**src/ngcq_pkg.sv**
```systemverilog
// Shared widths, register codes, command and status types for the grid center quantizer.
package ngcq_pkg;

  // payload and register widths
  localparam int DATA_W     = 32;
  localparam int IDX_W      = 6;
  localparam int NUM_W      = 7;
  localparam int DIST_W     = 2;
  localparam int CFG_IDX_W  = 3;
  localparam int CFG_DATA_W = 32;

  // build arithmetic: Q1.30 positions, exact 33 bit span
  localparam int ACC_W      = 34;
  localparam int PROD_W     = 2 * ACC_W;
  localparam int DIV_STEPS  = 32;

  localparam int DEF_MAX_CENTERS = 64;

  localparam logic signed [ACC_W-1:0]  Q30_ONE      = ACC_W'(64'sd1 <<< 30);
  localparam logic [DATA_W-1:0]        POLY_NUMER   = 32'h8000_0000;  // 2^31
  localparam logic signed [DATA_W-1:0] SAT_POS      = 32'sh7FFF_FFFF;
  localparam logic signed [DATA_W-1:0] SAT_NEG      = 32'sh8000_0000;

  // register reset values
  localparam logic [NUM_W-1:0]  NUM_RST  = 7'd3;
  localparam logic [DIST_W-1:0] DIST_RST = 2'd0;

  // distribution codes (code 3 builds as linear)
  localparam logic [DIST_W-1:0] DIST_LINEAR = 2'd0;
  localparam logic [DIST_W-1:0] DIST_CUBIC  = 2'd1;
  localparam logic [DIST_W-1:0] DIST_QUAD   = 2'd2;

  // query function codes
  localparam logic FUNC_ENCODE = 1'b0;
  localparam logic FUNC_DECODE = 1'b1;

  typedef enum logic [CFG_IDX_W-1:0] {
    REG_NUM_CENTERS  = 3'd0,
    REG_DISTRIBUTION = 3'd1,
    REG_RANGE_MIN    = 3'd2,
    REG_RANGE_MAX    = 3'd3,
    REG_VALUE_OFFSET = 3'd4
  } cfg_reg_e;

  typedef enum logic [1:0] {
    MUL_SQ   = 2'd0,
    MUL_CUBE = 2'd1,
    MUL_MAP  = 2'd2
  } mul_op_e;

  // controller -> datapath
  typedef struct packed {
    logic    build_init;
    logic    load_step;
    logic    mul_en;
    mul_op_e mul_op;
    logic    tbl_wr;
    logic    capture;
    logic    scan_rd;
    logic    dec_rd;
    logic    load_out;
  } cmd_t;

  // datapath -> controller
  typedef struct packed {
    logic div_done;
    logic poly;
    logic cubic;
    logic build_last;
    logic scan_last;
    logic cfg_hit;
  } sts_t;

endpackage

```
**src/ngcq_ctrl.sv**
```systemverilog
// Controller: sequences table build, encode scan, decode read and result hand-off.
module ngcq_ctrl (
  input  logic            clk_i,
  input  logic            rst_ni,
  input  logic            in_valid_i,
  input  logic            in_func_i,
  output logic            in_ready_o,
  input  logic            out_ready_i,
  output logic            out_valid_o,
  input  ngcq_pkg::sts_t  sts_i,
  output ngcq_pkg::cmd_t  cmd_o
);
  import ngcq_pkg::*;

  typedef enum logic [3:0] {
    ST_DIV_START,
    ST_DIV_WAIT,
    ST_SQ,
    ST_CUBE,
    ST_MAP,
    ST_WRITE,
    ST_IDLE,
    ST_SCAN,
    ST_SCAN_END,
    ST_DEC,
    ST_RESULT
  } state_e;

  state_e state_q, state_d;
  logic   out_valid_q, out_valid_d;
  logic   in_ready;

  always_comb begin
    state_d       = state_q;
    cmd_o         = '0;
    cmd_o.mul_op  = MUL_SQ;
    in_ready      = 1'b0;
    case (state_q)
      ST_DIV_START: begin
        cmd_o.build_init = 1'b1;
        state_d          = ST_DIV_WAIT;
      end
      ST_DIV_WAIT: begin
        if (sts_i.div_done) begin
          cmd_o.load_step = 1'b1;
          state_d         = sts_i.poly ? ST_SQ : ST_WRITE;
        end
      end
      ST_SQ: begin
        cmd_o.mul_en = 1'b1;
        cmd_o.mul_op = MUL_SQ;
        state_d      = sts_i.cubic ? ST_CUBE : ST_MAP;
      end
      ST_CUBE: begin
        cmd_o.mul_en = 1'b1;
        cmd_o.mul_op = MUL_CUBE;
        state_d      = ST_MAP;
      end
      ST_MAP: begin
        cmd_o.mul_en = 1'b1;
        cmd_o.mul_op = MUL_MAP;
        state_d      = ST_WRITE;
      end
      ST_WRITE: begin
        cmd_o.tbl_wr = 1'b1;
        if (sts_i.build_last) begin
          state_d = ST_IDLE;
        end else begin
          state_d = sts_i.poly ? ST_SQ : ST_WRITE;
        end
      end
      ST_IDLE: begin
        in_ready = !sts_i.cfg_hit;
        if (in_valid_i && !sts_i.cfg_hit) begin
          cmd_o.capture = 1'b1;
          state_d       = (in_func_i == FUNC_DECODE) ? ST_DEC : ST_SCAN;
        end
      end
      ST_SCAN: begin
        cmd_o.scan_rd = 1'b1;
        if (sts_i.scan_last) begin
          state_d = ST_SCAN_END;
        end
      end
      ST_SCAN_END: begin
        state_d = ST_RESULT;
      end
      ST_DEC: begin
        cmd_o.dec_rd = 1'b1;
        state_d      = ST_RESULT;
      end
      ST_RESULT: begin
        if (!out_valid_q || out_ready_i) begin
          cmd_o.load_out = 1'b1;
          state_d        = ST_IDLE;
        end
      end
      default: state_d = ST_DIV_START;
    endcase
    // any register write restarts the build
    if (sts_i.cfg_hit) begin
      state_d = ST_DIV_START;
    end
    out_valid_d = cmd_o.load_out ? 1'b1 : (out_ready_i ? 1'b0 : out_valid_q);
  end

  always_ff @(posedge clk_i or negedge rst_ni) begin
    if (!rst_ni) begin
      state_q     <= ST_DIV_START;
      out_valid_q <= 1'b0;
    end else begin
      state_q     <= state_d;
      out_valid_q <= out_valid_d;
    end
  end

  assign in_ready_o  = in_ready;
  assign out_valid_o = out_valid_q;

  a_no_stale_div_done: assert property (@(posedge clk_i) disable iff (!rst_ni)
    in_ready |-> !sts_i.div_done)
    else $error("divider finished while controller idle");

  a_one_item_at_a_time: assert property (@(posedge clk_i) disable iff (!rst_ni)
    (in_valid_i && in_ready) |=> !in_ready)
    else $error("second query taken while one is in flight");

endmodule

```
**config.mk**
```make
export PLATFORM = sky130hd
export DESIGN_NAME = ngcq_ctrl
export DESIGN_NICKNAME = d
export VERILOG_FILES = /design/src/ngcq_pkg.sv /design/src/ngcq_ctrl.sv
export SDC_FILE = /design/constraint.sdc
export NUM_CORES = 1
export LEC_CHECK = 0
export ABC_AREA = 1
export BUFFER_PORTS_ARGS = -buffer_cell sky130_fd_sc_hd__buf_4
export CAP_MARGIN = 0
export CORE_UTILIZATION = 32
export CTS_CLUSTER_SIZE = 24
export DETAILED_ROUTE_END_ITERATION = 12
export GPL_ROUTABILITY_DRIVEN = 0
export PLACE_DENSITY_LB_ADDON = 0.08
export SLEW_MARGIN = 10
export SYNTH_ARGS = -nofsm -noshare
export SYNTH_HDL_FRONTEND = slang
export SYNTH_SLANG_ARGS = --single-unit
```
**constraint.sdc**
```tcl
create_clock -name clk_i -period 2.2 [get_ports clk_i]
set_clock_uncertainty 0.1 [all_clocks]
set_input_delay 0.33 -clock clk_i [delete_from_list [all_inputs] [get_ports clk_i]]
set_output_delay 0.33 -clock clk_i [all_outputs]
set_load 0.05 [all_outputs]
```
==> summary.txt <==
Power and ir drop
  • Comb power frac: 69.5%
  • Net Sw Frac: 56.75%
  • Int Pwr: 0.0003688 W
  • Reg power frac: 18.1%
  • Worst VDD drop: between 0.0004 and 0.0005 V
  • PwrDens: 1045 nW/um2
  • Clock Power Share: roughly 12%
  • Sw Pwr: between 0.0004 and 0.0005 W
  • Leakage power: 0.4702 nW

Synth
  • Fraction of registers with async set/reset: between 90% and 100%
  • Largest area contributor in the netlist: nand2_1
  • Register area share after synthesis: 21.37%
  • Library cells used by synthesis: 19
  • Main synth FF type: dfrtp_1
  • Post-synth EDFFs: 0
  • Synth warn: 0
  • Synthesized area per cell: 5.577 um2
  • Synthesis-stage register bit count: 5
  • Netlist Area Pre-Place: between 500 and 600 um2
  • Syn_nets: between 100 and 150
  • Largest cells by area after synthesis: nand2_1, dfrtp_1, inv_1, nor2_1, nand3_1
  • Cells after synthesis: about 110
  • Yosys top cell area share: 24.36%

STA
  • Setup ws final: 326.9 ps
  • RSZ-0062 raised after global routing: false
  • Tcrit/Tclk final: 85.14%
  • Final setup viols: 0
  • Worst Tran Pin Value: 268.8 ps
  • Slew Viols, Final: 0
  • Setup_tns: 0 ps
  • Fin. Hold Viols: 0
  • Hold Slack: approximately 190 ps
  • Worst slew margin: about four fifths
  • Min Tclk post-route: about 1900 ps
  • Highest Clock Rate: 0.5339 GHz

Clock network
  • Clk buf depth: 2
  • CTS tree: done
  • CTS root buf: clkbuf_4
  • Max H-tree Level: 1
  • Post-CTS Setup Repair Bufs: 0
  • Worst skew pair latency: 240 ps
  • Post-CTS Hold Buffers: 1
  • Post_cts resized: 0
  • Num CTS Buffers: 3
  • Reg clk slew, reported paths: 40 ps
  • Clock sink total: 5

Setup path
  • Startpoint types: flip-flop
  • CP startpoint: state_q[2]
  • Worst setup EP type: output port
  • Kind of critical path: reg -> out
  • Worst r2r src: state_q[2]
  • Crit-path max FO: 5
  • Reg2reg path depth: 9
  • FF-to-FF setup slack: 730 ps
  • Worst Path Required: 1770 ps
  • Crit Reg-Reg Endpoint: state_q[0]
  • Worst EP arrival: roughly 1400 ps

Placement
  • DP Worst Slack: 582.1 ps
  • Port Buffers: 22
  • Post-DP HPWL: 1239 um
  • Placed insts: 151

Floorplan
  • Initial Util: 33.91%
  • Core ar.: 1727 um2
  • Die Y: 44.78 um
  • Die ar.: 2005 um2
  • Num rows: 15
  • Number of I/O pins: 23
  • Die W: 44.78 um

Min path
  • HP Start: out_ready_i
  • Worst hold endpoint: out_valid_o
  • Worst Hold Class: in -> reg
  • Hold path depth: 2

Cells and area
  • Post-Layout Cell Count: around 160
  • Final core utilization: 47.25%
  • Ant. Diodes: 0
  • Layout cells sized above 1: about a third
  • Final Net Count: 143
  • P&R area growth vs syn: 39.32%

Status
  • Status: finished, final reports clean

GRT
  • Initial antenna violation count: 0
  • Total track usage: 16.92%
  • Largest net degree at the start of global routing: 8
  • Final global-route overflow total: 0
  • First-pass GRT wire length: 2449 um
  • Vias in the first global route: 583

Drt
  • Drt pass-1 iters: 4
  • DRC viols: 0
  • ANT nets after route: 0
  • Starting DRC count in detailed routing: 18
  • Total wire length: about 1500 um
  • Drt wl/cell: 9.359 um
  • Vias: approximately 660
  • DR vias/cell: 4.256

Flow run
  • Max-cap violations: 0
-- routing by layer --
metal  wire [um]  track usage, %
met5           0               0
met1         732           23.51
met3          99           6.400
met2         628           26.76
met4           0               0
-- logic make-up after synthesis --
kind of cell	share of synthesized area (%)
DFF	21.37
AOI/OAI and AO/OA	4.273
buffers and inverters	14.10
and+or+nand+nor	60.25
-- registers in the layout (all words and copies together), names as in the netlist --
| register | count |
|---|---|
| state_q | 4 |
| out_valid_o | 1 |
-- critical path, stage by stage (launching register included) --
cell and delay (ps):
dfrtp_1 400, inv_1 130, nor2_2 190, nand2_1 150, nor3_2 120, buf_4 210
-- layout make-up --
type	instances	area, um2
inverter	20	75.07
multi-input combinational	79	382.9
fill	195	910.9
timing repair buffer	23	175.2
sequential	5	125.1
tap	25	31.28
clock buffer	4	26.28
-- worst max path at each step --
stage / end
final: cmd_o[3]
after global placement: cmd_o[3]
after global routing: cmd_o[3]
after CTS: cmd_o[3]
after detailed placement: cmd_o[3]
after floorplan: cmd_o[8]
-- per-stage QoR --
step	instance area, um2	total power [W]
finish	815.8	0.0008528
CTS	815.8	0.0008595
global route	815.8	0.0009265
global placement	779.5	0.0007477
floorplan	590.6	0.0005899
detailed placement	779.5	0.0007461
-- cell usage in the layout, fill, tap and decap left out --
| master | instances |
|---|---|
| clkbuf_1 | 1 |
| dfrtp_1 | 5 |
| buf_4 | 22 |
| o21ai_1 | 1 |
| nand2_4 | 1 |
| nor2_2 | 4 |
| o21ai_0 | 1 |
| inv_1 | 14 |
| o31ai_1 | 1 |
| nor2_4 | 2 |
| nand3_1 | 7 |
| clkinv_1 | 1 |
| clkbuf_4 | 3 |
| nor2_1 | 13 |
| nand2_1 | 38 |
| nor3_1 | 2 |
| o211ai_1 | 1 |
| nor3_2 | 2 |
| dlygate4sd3_1 | 1 |
| nand2_2 | 5 |
| and3_4 | 1 |
| inv_2 | 5 |
-- Yosys cell counts, types with 2 or more instances --
cell	number
nor2_1	13
nand2_2	5
nand3_1	7
inv_2	5
nor2_4	2
inv_1	14
nor3_1	3
nand2_1	38
nor2_2	4
dfrtp_1	5
-- power by group through the flow --
stage	clock [W]	combinational, W	sequential (W)
floorplan	0	0.000442	0.000148
CTS	0.000111	0.000594	0.000154
finish	0.000106	0.000593	0.000154
global route	0.000117	0.000651	0.000158
detailed placement	0	0.000591	0.000155
global placement	0	0.000592	0.000156
(Power assumes the default switching activity.)
